[config.mk]
export PLATFORM = sky130hd
export DESIGN_NAME = numeric_text_to_number_parser_flat
export DESIGN_NICKNAME = d
export VERILOG_FILES = /design/src/ntp_pkg.sv /design/src/ntp_in_if.sv /design/src/ntp_out_if.sv /design/src/ntp_ctrl.sv /design/src/ntp_datapath.sv /design/src/numeric_text_to_number_parser.sv /design/src/flat_wrapper.sv
export SDC_FILE = /design/constraint.sdc
export NUM_CORES = 2
export LEC_CHECK = 0
export CAP_MARGIN = 30
export CORE_MARGIN = 2
export CORE_UTILIZATION = 50
export CTS_CLUSTER_SIZE = 12
export DETAILED_ROUTE_END_ITERATION = 8
export DONT_BUFFER_PORTS = 1
export PLACE_DENSITY = 0.77
export SLEW_MARGIN = 20
export SYNTH_ARGS = -nofsm -noshare
export SYNTH_HDL_FRONTEND = slang
export SYNTH_SLANG_ARGS = --single-unit
[constraint.sdc]
create_clock -name clk -period 11.55 [get_ports clk]
set_clock_uncertainty 0.2 [all_clocks]
set_input_delay 1.7325 -clock clk [delete_from_list [all_inputs] [get_ports clk]]
set_output_delay 1.7325 -clock clk [all_outputs]
set_load 0.1 [all_outputs]
[src/ntp_pkg.sv]
package ntp_pkg;

	localparam int EXP_LIMIT_DEF = 1024;
	localparam int SIG_W = 64;
	localparam int PEXP_W = 13;
	localparam int PEXP_MAX = 2048;
	localparam int RADIX_W = 6;
	localparam logic [RADIX_W-1:0] RADIX_RESET = 6'd10;

	localparam logic [7:0] CH_NUL = 8'h00;
	localparam logic [7:0] CH_PLUS = 8'h2B;
	localparam logic [7:0] CH_MINUS = 8'h2D;
	localparam logic [7:0] CH_POINT = 8'h2E;
	localparam logic [7:0] CH_ZERO = 8'h30;
	localparam logic [7:0] CH_NINE = 8'h39;
	localparam logic [7:0] CH_A_UP = 8'h41;
	localparam logic [7:0] CH_Z_UP = 8'h5A;
	localparam logic [7:0] CH_A_LO = 8'h61;
	localparam logic [7:0] CH_Z_LO = 8'h7A;
	localparam logic [7:0] CH_D_UP = 8'h44;
	localparam logic [7:0] CH_E_UP = 8'h45;
	localparam logic [7:0] CH_D_LO = 8'h64;
	localparam logic [7:0] CH_E_LO = 8'h65;

	typedef enum logic [1:0] {
		KIND_INT  = 2'd0,
		KIND_REAL = 2'd1,
		KIND_NAN  = 2'd2
	} ntp_kind_t;

	typedef enum logic [1:0] {
		ST_IDLE,
		ST_SCALE,
		ST_EMIT
	} ntp_state_t;

	typedef struct packed {
		logic char_step;
		logic term_load;
		logic scale_step;
		logic out_load;
	} ntp_cmd_t;

	typedef struct packed {
		logic is_term;
		logic scale_done;
	} ntp_status_t;

	// {valid, value}; letters count from ten, case folded
	function automatic logic [RADIX_W:0] digit_of(input logic [7:0] ch,
			input logic [RADIX_W-1:0] radix);
		logic [7:0] v;
		logic hit;
		begin
			v = 8'd0;
			hit = 1'b1;
			if (ch >= CH_ZERO && ch <= CH_NINE) begin
				v = ch - CH_ZERO;
			end else if (ch >= CH_A_UP && ch <= CH_Z_UP) begin
				v = ch - CH_A_UP + 8'd10;
			end else if (ch >= CH_A_LO && ch <= CH_Z_LO) begin
				v = ch - CH_A_LO + 8'd10;
			end else begin
				hit = 1'b0;
			end
			digit_of = {hit && (v[RADIX_W-1:0] < radix), v[RADIX_W-1:0]};
		end
	endfunction

endpackage

[src/ntp_in_if.sv]
interface ntp_in_if;
	logic       valid;
	logic       ready;
	logic [7:0] char_code;

	modport source (output valid, output char_code, input ready);
	modport sink (input valid, input char_code, output ready);
endinterface

[src/ntp_out_if.sv]
interface ntp_out_if;
	logic               valid;
	logic               ready;
	logic [1:0]         number_kind;
	logic               is_negative;
	logic signed [31:0] int_value;
	logic [63:0]        significand;
	logic signed [12:0] power_exponent;
	logic               saturated;

	modport source (output valid, output number_kind, output is_negative, output int_value,
		output significand, output power_exponent, output saturated, input ready);
	modport sink (input valid, input number_kind, input is_negative, input int_value,
		input significand, input power_exponent, input saturated, output ready);
endinterface

[src/ntp_ctrl.sv]
module ntp_ctrl (
	input  logic                 clk,
	input  logic                 arst_n,
	input  logic                 in_valid,
	output logic                 in_ready,
	output logic                 out_valid,
	input  logic                 out_ready,
	input  ntp_pkg::ntp_status_t status,
	output ntp_pkg::ntp_cmd_t    cmd
);
	import ntp_pkg::*;

	ntp_state_t state_q, state_d;
	logic out_valid_q;

	always_ff @(posedge clk or negedge arst_n) begin
		if (!arst_n) begin
			state_q <= ST_IDLE;
		end else begin
			state_q <= state_d;
		end
	end

	always_comb begin
		state_d = state_q;
		case (state_q)
			ST_IDLE: begin
				if (in_valid && status.is_term) state_d = ST_SCALE;
			end
			ST_SCALE: begin
				if (status.scale_done) state_d = ST_EMIT;
			end
			ST_EMIT: begin
				if (!out_valid_q || out_ready) state_d = ST_IDLE;
			end
			default: state_d = ST_IDLE;
		endcase
	end

	always_comb begin
		cmd = '0;
		in_ready = 1'b0;
		case (state_q)
			ST_IDLE: begin
				in_ready = 1'b1;
				cmd.char_step = in_valid && !status.is_term;
				cmd.term_load = in_valid && status.is_term;
			end
			ST_SCALE: begin
				cmd.scale_step = !status.scale_done;
			end
			ST_EMIT: begin
				cmd.out_load = !out_valid_q || out_ready;
			end
			default: begin
				cmd = '0;
			end
		endcase
	end

	// output slot: a new result may replace one taken in the same cycle
	always_ff @(posedge clk or negedge arst_n) begin
		if (!arst_n) begin
			out_valid_q <= 1'b0;
		end else if (cmd.out_load) begin
			out_valid_q <= 1'b1;
		end else if (out_ready) begin
			out_valid_q <= 1'b0;
		end
	end

	assign out_valid = out_valid_q;

endmodule

[src/ntp_datapath.sv]
module ntp_datapath #(
	parameter int EXP_LIMIT = ntp_pkg::EXP_LIMIT_DEF
) (
	input  logic                        clk,
	input  logic                        arst_n,
	input  ntp_pkg::ntp_cmd_t           cmd,
	output ntp_pkg::ntp_status_t        status,
	input  logic [7:0]                  char_code,
	input  logic [ntp_pkg::RADIX_W-1:0] radix,
	output logic [1:0]                  number_kind,
	output logic                        is_negative,
	output logic signed [31:0]          int_value,
	output logic [ntp_pkg::SIG_W-1:0]   significand,
	output logic signed [ntp_pkg::PEXP_W-1:0] power_exponent,
	output logic                        saturated
);
	import ntp_pkg::*;

	localparam int ExpW = $clog2(EXP_LIMIT + 1);
	localparam int ExpProdW = ExpW + RADIX_W + 1;
	localparam int PW = (ExpW + 2 > PEXP_W + 1) ? ExpW + 2 : PEXP_W + 1;
	localparam logic [ExpW-1:0] ExpLim = ExpW'(EXP_LIMIT);
	localparam logic signed [PW-1:0] PMax = PW'(PEXP_MAX);
	localparam logic signed [PW-1:0] PMin = -PW'(PEXP_MAX);
	localparam logic [32:0] IntCap = 33'h1_0000_0000;
	localparam logic [32:0] NegMax = 33'h0_8000_0000;
	localparam logic [32:0] PosMax = 33'h0_7FFF_FFFF;

	// parse state
	logic first_q, minus_q, point_q, exp_q, just_q, expneg_q, bad_q, clip_q;
	logic [SIG_W-1:0] acc_q;
	logic [ExpW-1:0] expacc_q, frac_q;

	// result under construction
	ntp_kind_t res_kind_q;
	logic res_neg_q, res_sat_q;
	logic [SIG_W-1:0] res_sig_q;
	logic [PEXP_W-1:0] res_pexp_q;
	logic [32:0] m_q;
	logic [ExpW-1:0] cnt_q;

	// output register
	logic [1:0] kind_q;
	logic neg_q, sat_q;
	logic [31:0] ival_q;
	logic [SIG_W-1:0] sig_q;
	logic [PEXP_W-1:0] pexp_q;

	logic [RADIX_W:0] dig;
	logic dig_ok, is_marker;
	logic [SIG_W+RADIX_W-1:0] acc_prod;
	logic [SIG_W+RADIX_W:0] acc_sum;
	logic acc_ovf;
	logic [ExpProdW-1:0] exp_sum;
	logic signed [PW-1:0] e_s, f_s, p_s;
	logic [PEXP_W-1:0] p_clamped;
	logic p_clip;
	logic [38:0] m_prod;
	logic [32:0] m_scaled, m_neg, m_pos;
	logic [31:0] ival_d;
	logic ival_clip;

	always_comb begin
		dig = digit_of(char_code, radix);
		dig_ok = dig[RADIX_W];
		is_marker = char_code == CH_E_LO || char_code == CH_E_UP ||
			char_code == CH_D_LO || char_code == CH_D_UP;
		acc_prod = (SIG_W+RADIX_W)'(acc_q) * (SIG_W+RADIX_W)'(radix);
		acc_sum = {1'b0, acc_prod} + (SIG_W+RADIX_W+1)'(dig[RADIX_W-1:0]);
		acc_ovf = |acc_sum[SIG_W+RADIX_W:SIG_W];
		exp_sum = ExpProdW'(expacc_q) * ExpProdW'(radix) + ExpProdW'(dig[RADIX_W-1:0]);
	end

	// power of radix for reals
	always_comb begin
		e_s = $signed(PW'(expacc_q));
		f_s = $signed(PW'(frac_q));
		p_s = (expneg_q ? -e_s : e_s) - f_s;
		p_clip = 1'b0;
		if (p_s > PMax) begin
			p_clamped = PEXP_W'(PMax);
			p_clip = 1'b1;
		end else if (p_s < PMin) begin
			p_clamped = PEXP_W'(PMin);
			p_clip = 1'b1;
		end else begin
			p_clamped = PEXP_W'(p_s);
		end
	end

	// one radix multiply per scaling step, pinned at 2^32
	always_comb begin
		m_prod = 39'(m_q) * 39'(radix);
		m_scaled = (m_prod > 39'(IntCap)) ? IntCap : m_prod[32:0];
	end

	assign status.is_term = char_code == CH_NUL;
	assign status.scale_done = cnt_q == '0 || m_q == '0 || m_q[32] ||
		radix == RADIX_W'(1);

	always_comb begin
		m_neg = (m_q > NegMax) ? NegMax : m_q;
		m_pos = (m_q > PosMax) ? PosMax : m_q;
		ival_clip = res_neg_q ? (m_q > NegMax) : (m_q > PosMax);
		ival_d = res_neg_q ? 32'(33'd0 - m_neg) : m_pos[31:0];
	end

	always_ff @(posedge clk or negedge arst_n) begin
		if (!arst_n) begin
			first_q <= 1'b1;
			minus_q <= 1'b0;
			point_q <= 1'b0;
			exp_q <= 1'b0;
			just_q <= 1'b0;
			expneg_q <= 1'b0;
			bad_q <= 1'b0;
			clip_q <= 1'b0;
			acc_q <= '0;
			expacc_q <= '0;
			frac_q <= '0;
		end else if (cmd.term_load) begin
			first_q <= 1'b1;
			minus_q <= 1'b0;
			point_q <= 1'b0;
			exp_q <= 1'b0;
			just_q <= 1'b0;
			expneg_q <= 1'b0;
			bad_q <= 1'b0;
			clip_q <= 1'b0;
			acc_q <= '0;
			expacc_q <= '0;
			frac_q <= '0;
		end else if (cmd.char_step && !bad_q) begin
			first_q <= 1'b0;
			if (first_q && (char_code == CH_MINUS || char_code == CH_PLUS)) begin
				minus_q <= char_code == CH_MINUS;
			end else begin
				just_q <= 1'b0;
				if (char_code == CH_POINT && !point_q && !exp_q) begin
					point_q <= 1'b1;
				end else if (!exp_q && is_marker) begin
					exp_q <= 1'b1;
					just_q <= 1'b1;
				end else if (exp_q && just_q && char_code == CH_MINUS) begin
					expneg_q <= 1'b1;
					point_q <= 1'b1;
				end else if (exp_q && just_q && char_code == CH_PLUS) begin
					expneg_q <= 1'b0;
				end else if (!dig_ok) begin
					bad_q <= 1'b1;
				end else if (!exp_q) begin
					if (acc_ovf) begin
						acc_q <= '1;
						clip_q <= 1'b1;
					end else begin
						acc_q <= acc_sum[SIG_W-1:0];
					end
					// fraction count clips but digits keep going
					if (point_q) begin
						if (frac_q >= ExpLim) begin
							clip_q <= 1'b1;
						end else begin
							frac_q <= frac_q + 1'b1;
						end
					end
				end else begin
					if (exp_sum > ExpProdW'(EXP_LIMIT)) begin
						expacc_q <= ExpLim;
						clip_q <= 1'b1;
					end else begin
						expacc_q <= exp_sum[ExpW-1:0];
					end
				end
			end
		end
	end

	always_ff @(posedge clk) begin
		if (cmd.term_load) begin
			res_neg_q <= minus_q;
			res_sig_q <= '0;
			res_pexp_q <= '0;
			res_sat_q <= 1'b0;
			m_q <= '0;
			cnt_q <= '0;
			if (bad_q) begin
				res_kind_q <= KIND_NAN;
			end else if (point_q) begin
				res_kind_q <= KIND_REAL;
				res_sig_q <= acc_q;
				res_pexp_q <= p_clamped;
				res_sat_q <= clip_q || p_clip;
			end else begin
				res_kind_q <= KIND_INT;
				res_sat_q <= clip_q;
				m_q <= (acc_q > SIG_W'(IntCap)) ? IntCap : acc_q[32:0];
				cnt_q <= exp_q ? expacc_q : '0;
			end
		end else if (cmd.scale_step) begin
			m_q <= m_scaled;
			cnt_q <= cnt_q - 1'b1;
		end
	end

	always_ff @(posedge clk) begin
		if (cmd.out_load) begin
			kind_q <= res_kind_q;
			neg_q <= res_neg_q;
			sig_q <= res_sig_q;
			pexp_q <= res_pexp_q;
			if (res_kind_q == KIND_INT) begin
				ival_q <= ival_d;
				sat_q <= res_sat_q || ival_clip;
			end else begin
				ival_q <= '0;
				sat_q <= res_sat_q;
			end
		end
	end

	assign number_kind = kind_q;
	assign is_negative = neg_q;
	assign int_value = $signed(ival_q);
	assign significand = sig_q;
	assign power_exponent = $signed(pexp_q);
	assign saturated = sat_q;

endmodule

[src/numeric_text_to_number_parser.sv]
// Character-serial number parser.
// in_ch carries one ASCII character per beat; a zero byte ends the string.
// out_ch carries one result beat per string: kind (integer, real, illegal),
// sign, 32-bit integer value, 64-bit significand with a power-of-radix
// exponent, and a saturation flag.
// radix_we/radix_wdata write the number base (reset value 10); write it only
// while no string is in flight.
// Ordinary characters are taken one per cycle while idle and give no result.
// The result of a terminator is built in the scale state and loaded into the
// output register from the emit state; in_ch is ready again when it is valid
// on out_ch. The scale state does k radix multiplications that scale an
// integer with a positive exponent: one 33 x 6 multiply per cycle, stopping
// at zero, at 2^32, at radix 1 or when the exponent count runs out (k <= 32).
// in_ch is not ready from the terminator until the result sits in the output
// register; characters of the next string are taken while it waits there.
// A stall on out_ch holds the result; a second terminator then waits
// in the emit state until the first result is taken.
// Reset clears the parse state, empties the output register and sets radix 10.
module numeric_text_to_number_parser #(
	parameter int EXP_LIMIT = ntp_pkg::EXP_LIMIT_DEF
) (
	input  logic                        clk,
	input  logic                        arst_n,
	input  logic                        radix_we,
	input  logic [ntp_pkg::RADIX_W-1:0] radix_wdata,
	ntp_in_if.sink                      in_ch,
	ntp_out_if.source                   out_ch
);
	import ntp_pkg::*;

	logic [RADIX_W-1:0] radix_q;
	ntp_cmd_t cmd;
	ntp_status_t status;

	always_ff @(posedge clk or negedge arst_n) begin
		if (!arst_n) begin
			radix_q <= RADIX_RESET;
		end else if (radix_we) begin
			radix_q <= radix_wdata;
		end
	end

	ntp_ctrl u_ctrl (
		.clk       (clk),
		.arst_n    (arst_n),
		.in_valid  (in_ch.valid),
		.in_ready  (in_ch.ready),
		.out_valid (out_ch.valid),
		.out_ready (out_ch.ready),
		.status    (status),
		.cmd       (cmd)
	);

	ntp_datapath #(
		.EXP_LIMIT (EXP_LIMIT)
	) u_datapath (
		.clk            (clk),
		.arst_n         (arst_n),
		.cmd            (cmd),
		.status         (status),
		.char_code      (in_ch.char_code),
		.radix          (radix_q),
		.number_kind    (out_ch.number_kind),
		.is_negative    (out_ch.is_negative),
		.int_value      (out_ch.int_value),
		.significand    (out_ch.significand),
		.power_exponent (out_ch.power_exponent),
		.saturated      (out_ch.saturated)
	);

`ifndef SYNTHESIS
	a_term_leaves_idle: assert property (@(posedge clk) disable iff (!arst_n)
		in_ch.valid && in_ch.ready && in_ch.char_code == CH_NUL |=> !in_ch.ready)
		else $error("terminator beat did not start result build");

	a_int_only_for_int: assert property (@(posedge clk) disable iff (!arst_n)
		out_ch.valid && out_ch.number_kind != KIND_INT |-> out_ch.int_value == 0)
		else $error("integer value set on non-integer result");

	a_real_fields: assert property (@(posedge clk) disable iff (!arst_n)
		out_ch.valid && out_ch.number_kind != KIND_REAL
		|-> out_ch.significand == 0 && out_ch.power_exponent == 0)
		else $error("real fields set on non-real result");

	a_nan_not_sat: assert property (@(posedge clk) disable iff (!arst_n)
		out_ch.valid && out_ch.number_kind == KIND_NAN |-> !out_ch.saturated)
		else $error("illegal string reported as saturated");
`endif

endmodule

[src/flat_wrapper.sv]
// flat-port wrapper written by rule: the top's interface ports become plain ports
module numeric_text_to_number_parser_flat import ntp_pkg::*;
#(
	parameter int EXP_LIMIT = ntp_pkg::EXP_LIMIT_DEF
)
  (clk, arst_n, radix_we, radix_wdata, in_ch_valid, in_ch_char_code, in_ch_ready, out_ch_valid, out_ch_number_kind, out_ch_is_negative, out_ch_int_value, out_ch_significand, out_ch_power_exponent, out_ch_saturated, out_ch_ready);
  ntp_in_if in_ch_i ();
  ntp_out_if out_ch_i ();
  input  logic clk;
  input  logic arst_n;
  input  logic radix_we;
  input  logic [ntp_pkg::RADIX_W-1:0] radix_wdata;
  input wire logic [$bits(in_ch_i.valid)-1:0] in_ch_valid;
  input wire logic [$bits(in_ch_i.char_code)-1:0] in_ch_char_code;
  output wire logic [$bits(in_ch_i.ready)-1:0] in_ch_ready;
  output wire logic [$bits(out_ch_i.valid)-1:0] out_ch_valid;
  output wire logic [$bits(out_ch_i.number_kind)-1:0] out_ch_number_kind;
  output wire logic [$bits(out_ch_i.is_negative)-1:0] out_ch_is_negative;
  output wire logic [$bits(out_ch_i.int_value)-1:0] out_ch_int_value;
  output wire logic [$bits(out_ch_i.significand)-1:0] out_ch_significand;
  output wire logic [$bits(out_ch_i.power_exponent)-1:0] out_ch_power_exponent;
  output wire logic [$bits(out_ch_i.saturated)-1:0] out_ch_saturated;
  input wire logic [$bits(out_ch_i.ready)-1:0] out_ch_ready;
  assign in_ch_i.valid = in_ch_valid;
  assign in_ch_i.char_code = in_ch_char_code;
  assign in_ch_ready = in_ch_i.ready;
  assign out_ch_valid = out_ch_i.valid;
  assign out_ch_number_kind = out_ch_i.number_kind;
  assign out_ch_is_negative = out_ch_i.is_negative;
  assign out_ch_int_value = out_ch_i.int_value;
  assign out_ch_significand = out_ch_i.significand;
  assign out_ch_power_exponent = out_ch_i.power_exponent;
  assign out_ch_saturated = out_ch_i.saturated;
  assign out_ch_i.ready = out_ch_ready;
  numeric_text_to_number_parser #(.EXP_LIMIT(EXP_LIMIT)) u_core (.clk(clk), .arst_n(arst_n), .radix_we(radix_we), .radix_wdata(radix_wdata), .in_ch(in_ch_i), .out_ch(out_ch_i));
endmodule
Word level (Yosys, flattened, before mapping)
Index checks and enable logic that the tools add are counted.
- register bits after elaboration: 341
- word-level logic and storage cells: 262
- output and inout port bits: 115
- muxes and demuxes: 119
- $add $sub $neg: 12
- bitwise gates (word level): 1
- magnitude comparators: 15
- reductions and logical operators: 60
- multipliers: 3
- eq/ne operators: 23
- operator list (cell ; count):
    $mux W64 ; 10
    $mux W11 ; 26
    $mux W33 ; 6
    $mux W32 ; 3
    $add A70 B6 Y71 ; 1
    $mul A64 B6 Y70 ; 1
    $gt A64 B33 Y1 const B ; 1
    $mux W1 ; 63
    $gt A39 B33 Y1 const B ; 1
    $mul A33 B6 Y39 ; 1
    $gt A33 B31 Y1 const B ; 1
    $gt A33 B32 Y1 const B ; 1
    $logic_not A33 Y1 ; 1
    $eq A8 B7 Y1 const B ; 4
    $sub A1 B32 Y32 const A ; 1
    $eq A8 B6 Y1 const B ; 3
    $reduce_and A8 Y1 ; 3
    $add A17 B6 Y18 ; 1
    $gt A18 B11 Y1 const B ; 1
    $mux W6 ; 3
    $mul A11 B6 Y17 ; 1
    $ge A8 B7 Y1 const B ; 2
    $le A8 B7 Y1 const B ; 2
    $ne A2 B1 Y1 const B ; 8
    other kinds (43) ; 88

Longest topological paths before layout
- depth in word-level cells: 19
- gate-level depth with buffers: 25
- depth with buffers taken out: 22

Cells and area by module
Synthesis repeated with hierarchy kept, for this count alone.
- cells, all modules: 4080
- area, all modules: 37835.0 um^2
- modules (own cells, without submodules) (module ; sequential area each (um^2) ; area each (um^2) ; times used ; cells each):
    ntp_datapath ; 9500.4 ; 37430.9 ; 1 ; 4053
    numeric_text_to_number_parser ; 152.6 ; 254.0 ; 1 ; 13
    ntp_ctrl ; 75.1 ; 150.1 ; 1 ; 14

Worst setup path before layout
No wires, ideal clock.
- path type: input port to flip-flop
- start point: in out_ch_ready
- end point: reg u_core.u_datapath.ival_q[0] (netlist: u_core.u_datapath.int_value[0]) (enable)
- slack: 3.897 ns
- arrival time: 6.853 ns
- library setup time: 0.599 ns
- stages: 2
- path through: nand2b_1 -> nor2b_1
- RTL lines (item ; line ; source):
    from (decl) ; flat_wrapper.sv:23 ; input wire logic [$bits(out_ch_i.ready)-1:0] out_ch_ready;
    to (signal assigned) ; ntp_datapath.sv:212 ; ival_q <= ival_d;
    to (decl) ; ntp_datapath.sv:45 ; logic [31:0] ival_q;

Final worst setup path
- start point: reg u_core.radix_q[5]
- end point: reg u_core.u_datapath.acc_q[14]
- cells in the longest elaborated chain, start to end: 13
- elaborated cells between the ends (all ways): 17
- those cells by class: add/sub (1); mul (1); order compare (1); mux (10); reduce/logical (4)
- RTL lines (item ; line ; source):
    from (decl) ; numeric_text_to_number_parser.sv:31 ; logic [RADIX_W-1:0] radix_q;
    from (signal assigned) ; numeric_text_to_number_parser.sv:39 ; radix_q <= radix_wdata;
    $mul A64 B6 Y70 ; ntp_datapath.sv:68 ; acc_prod = (SIG_W+RADIX_W)'(acc_q) * (SIG_W+RADIX_W)'(radix);
    $add A70 B6 Y71 ; ntp_datapath.sv:69 ; acc_sum = {1'b0, acc_prod} + (SIG_W+RADIX_W+1)'(dig[RADIX_W-1:0]);
    $reduce_or A7 Y1 ; ntp_datapath.sv:70 ; acc_ovf = |acc_sum[SIG_W+RADIX_W:SIG_W];
    $mux W64 ; ntp_datapath.sv:152 ; if (acc_ovf) begin
    $mux W64 ; ntp_datapath.sv:151 ; end else if (!exp_q) begin
    $mux W64 ; ntp_datapath.sv:149 ; end else if (!dig_ok) begin
    $mux W64 ; ntp_datapath.sv:147 ; end else if (exp_q && just_q && char_code == CH_PLUS) begin
    $mux W64 ; ntp_datapath.sv:144 ; end else if (exp_q && just_q && char_code == CH_MINUS) begin
    $mux W64 ; ntp_datapath.sv:141 ; end else if (!exp_q && is_marker) begin
    $mux W64 ; ntp_datapath.sv:139 ; if (char_code == CH_POINT && !point_q && !exp_q) begin
    $mux W64 ; ntp_datapath.sv:135 ; if (first_q && (char_code == CH_MINUS || char_code == CH_PLUS)) begin
    $mux W64 ; ntp_datapath.sv:133 ; end else if (cmd.char_step && !bad_q) begin
    $mux W64 ; ntp_datapath.sv:121 ; end else if (cmd.term_load) begin
    to (signal assigned) ; ntp_datapath.sv:156 ; acc_q <= acc_sum[SIG_W-1:0];
    to (decl) ; ntp_datapath.sv:31 ; logic [SIG_W-1:0] acc_q;
Several ways; a longest one is shown, not always the timed one. The select of a mux whose other input is x is not followed.
A chain may end at the register's enable or synchronous reset.

==> flow_metrics.tcl <==
set metrics [dict create \
    die_h_um 279.6 \
    preCtsSetupSlack_ns 3.530 \
    cp-start-kind "flop" \
    place_congestion 0.9596 \
    clkTransAtPathRegs_ns 0.06 \
    rows 101 \
    clk_latency_ns 0.59 \
    hpwl_um 73600 \
    drt_wl_total_um 99460 \
    async_flop_share_pct 30.21 \
    syn_inst 4176 \
    core_area_mm2 0.07557 \
    finalCritPeriodShare_pct 70.27 \
    fin_nets 4690 \
    critPathSlowestCell "buf_4" \
    yosysSeqAreaShare_pct 25.62 \
    synth_top_cells_by_area "fa_1 22%, edfxtp_1 19%, ha_1 8.9%" \
    via_per_inst 6.005 \
    hold_buffers 0 \
    cap_viol_max_count 0 \
    ys_types 96 \
    grt_pass1_wl_um 163500 \
    hold_class "flop to flop" \
    synth.area.mux_share_pct 0.05602 \
    antenna_found_initial 1 \
    clock-sinks 341 \
    die_w_um 279.6 \
    slew_viol_final 0 \
    final.setup.tns_ns 0 \
    cp_common_cell "fa_1" \
    run_status "complete, no violations" \
    n_fill_cell 6794 \
    antenna-diode-count 0 \
    cts_buffers 44 \
    grtUsageTotal_pct 25.84 \
    endpoint_kind "flop" \
    cp_slowest_stage_delay_ns 0.77 \
    h-tree-depth 2 \
    hold_depth 0 \
    synth_top_area_share_pct 21.99 \
    clockBufferDepth 3 \
    layout-drive-gt1-share_pct 4.131 \
    grt_pass1_vias 30680 \
    placed_area_mm2 0.03839 \
    wire_per_inst_um 19.91 \
    postSynth.topFlopCell "edfxtp_1" \
    drt_iter0_drc 2415 \
    grt_setup_unrepaired "false" \
    hold_viol_final 0 \
    cp_max_fo 79 \
    cp_cell_sequence "buf_4 > nand2_1 > fa_1 > fa_1 > inv_1 > fa_1 > inv_1 > fa_1 > inv_1 > ha_1 > nand2_1 > o211a_1 > nor2_1 > o21a_1 > o21ai_1 > o311ai_0 > a21oi_1 > xnor2_1 > nor4_4 > buf_4 > a31oi_1" \
    ctsResizeCount 0 \
    io_buffers 0 \
    fin_crit_ns 8.117 \
    layout_common_cells "591 x nand2_1, 456 x inv_1, 417 x fa_1" \
    ant_nets 0 \
    grt_overflow 0 \
    synth_simple_gate_area_share_pct 18.82 \
    firstDrtPassIters 5 \
    setup_viol 0 \
    fp.dieArea_mm2 0.07816 \
    yosys.area.top_type "fa_1" \
    cts_tree "done" \
    fmax_ghz 0.1232 \
    yosys.area_share.xor_xnor_pct 2.930 \
    required_ns 11.79 \
    synth_top_family_by_area "adder cells" \
    crit_type "flop to flop" \
    vias 30000 \
    num_io_pins 134 \
    syn_area_mm2 0.03797 \
    tightest_slew_ns 0.9667 \
    slew_headroom_pct 35.69 \
    start_util_pct 50.24 \
    cp.arrival_ns 8.35 \
    synth-compound-area-share_pct 14.23 \
    fin_area_mm2 0.03986 \
    drc 0 \
    synth_edf_count 238 \
    ys.warnings.count 0 \
    syn-num-nets 4883 \
    r2r_cells 21 \
    cts-root-buf "clkbuf_16" \
    final_common_cell "nand2_1" \
    ys_ff_latch 341 \
    cts_setup_buffers 0 \
    fin_ws_ns 3.433 \
    synth_fa_ha_area_share_pct 30.92 \
    grt_max_degree 115 \
    syn2layout_area_growth_pct 4.979 \
    synth.avg_cell_area_um2 9.092 \
]
[routing by layer]
| layer | part of all wire [%] | global-route usage, % | vias up | wire (µm) |
|---|---|---|---|---|
| met4 | 2.7 | 7.199 | 2 | 2644 |
| met2 | 49 | 44.11 | 1217 | 48710 |
| met1 | 41 | 33.94 | 14940 | 40600 |
| li1 | - | - | 13670 | - |
| met3 | 7.5 | 4.304 | 182 | 7498 |
| met5 | 0.017 | 0 | - | 17 |
[kinds of logic after synthesis]
family                     Yosys count
adders and majority gates          688
AOI/OAI and AO/OA                  852
buffers and inverters              729
muxes                                2
xor gates and xnor gates           127
DFF                                341
and+or+nand+nor                   1437
[final timing paths]
check / startpoint / endpoint / slack, ns
min reg2reg: u_core.u_datapath.res_sig_q[23]$_SDFFCE_PP0P_ / u_core.u_datapath.significand[23]$_DFFE_PP_ / 0.20
min in group asynchronous: arst_n / u_core.u_datapath.frac_q[0]$_DFFE_PN0P_ / 0.64
max reg2reg: u_core.radix_q[5]$_DFFE_PN0P_ / u_core.u_datapath.acc_q[14]$_DFFE_PN0P_ / 3.43
max in group asynchronous: arst_n / u_core.u_datapath.acc_q[49]$_DFFE_PN0P_ / 10.30
min: u_core.u_datapath.res_sig_q[23]$_SDFFCE_PP0P_ / u_core.u_datapath.significand[23]$_DFFE_PP_ / 0.20
max: u_core.radix_q[5]$_DFFE_PN0P_ / u_core.u_datapath.acc_q[14]$_DFFE_PN0P_ / 3.43
[Yosys cell counts (30+ instances only)]
| cell type | number |
|---|---|
| o21ai_0 | 235 |
| ha_1 | 271 |
| xor2_1 | 47 |
| xnor2_1 | 80 |
| a21oi_1 | 215 |
| a21o_1 | 51 |
| edfxtp_1 | 238 |
| nor4_1 | 39 |
| and2_1 | 356 |
| or3_1 | 33 |
| fa_1 | 417 |
| buf_1 | 32 |
| nor2_1 | 147 |
| clkbuf_1 | 212 |
| nor3_1 | 54 |
| nand4_1 | 54 |
| nand3_1 | 51 |
| nand2_1 | 592 |
| a31oi_1 | 94 |
| dfrtp_1 | 100 |
| nand2b_1 | 30 |
| inv_1 | 458 |
[flip-flops by register name, indices dropped and copies added, names as in the netlist, 2 cells and up]
name and flops:
u_core.radix_q 6, u_core.u_ctrl.state_q 2, u_core.u_datapath.acc_q 64, u_core.u_datapath.cnt_q 11, u_core.u_datapath.expacc_q 11, u_core.u_datapath.frac_q 11, u_core.u_datapath.int_value 32, u_core.u_datapath.m_q 33
u_core.u_datapath.number_kind 2, u_core.u_datapath.power_exponent 13, u_core.u_datapath.res_kind_q 2, u_core.u_datapath.res_pexp_q 13, u_core.u_datapath.res_sig_q 64, u_core.u_datapath.significand 64
[final cells by class]
type	instances	area, µm²	share of cell area [%]
repair buffers	32	289.0	0.7251
clock buffers	56	1187	2.979
flip-flops and latches	341	9742	24.44
well taps	978	1224	3.070
inverters	458	1722	4.319
clock inverters	25	242.7	0.6090
multi-input cells	3106	25450	63.86
[stage by stage]
stage | util, % | cells | hold WS (ns)
floorplan | - | 4176 | 0.2003
global placement | 50.74 | 4910 | 0.2024
detailed placement | 50.80 | 4913 | 0.2045
CTS | 52.70 | 4994 | 0.2139
global route | 52.75 | 4996 | 0.2172
finish | 52.75 | 4996 | 0.2026
[worst max-delay path: cells and delay by family, from the launching register on]
kind                     cells  cell delay (ns)
XOR/XNOR                     1             0.18
AO/OA/AOI/OAI                6             1.46
AND/OR/NAND/NOR              4             1.21
adder cells (fa/ha/maj)      5             2.53
flip-flops                   1             0.75
buffers and inverters        5             1.49
Power is left out: the tool's default activity adds up to more than one toggle a clock period on the data nets, which glitch-free logic cannot reach.
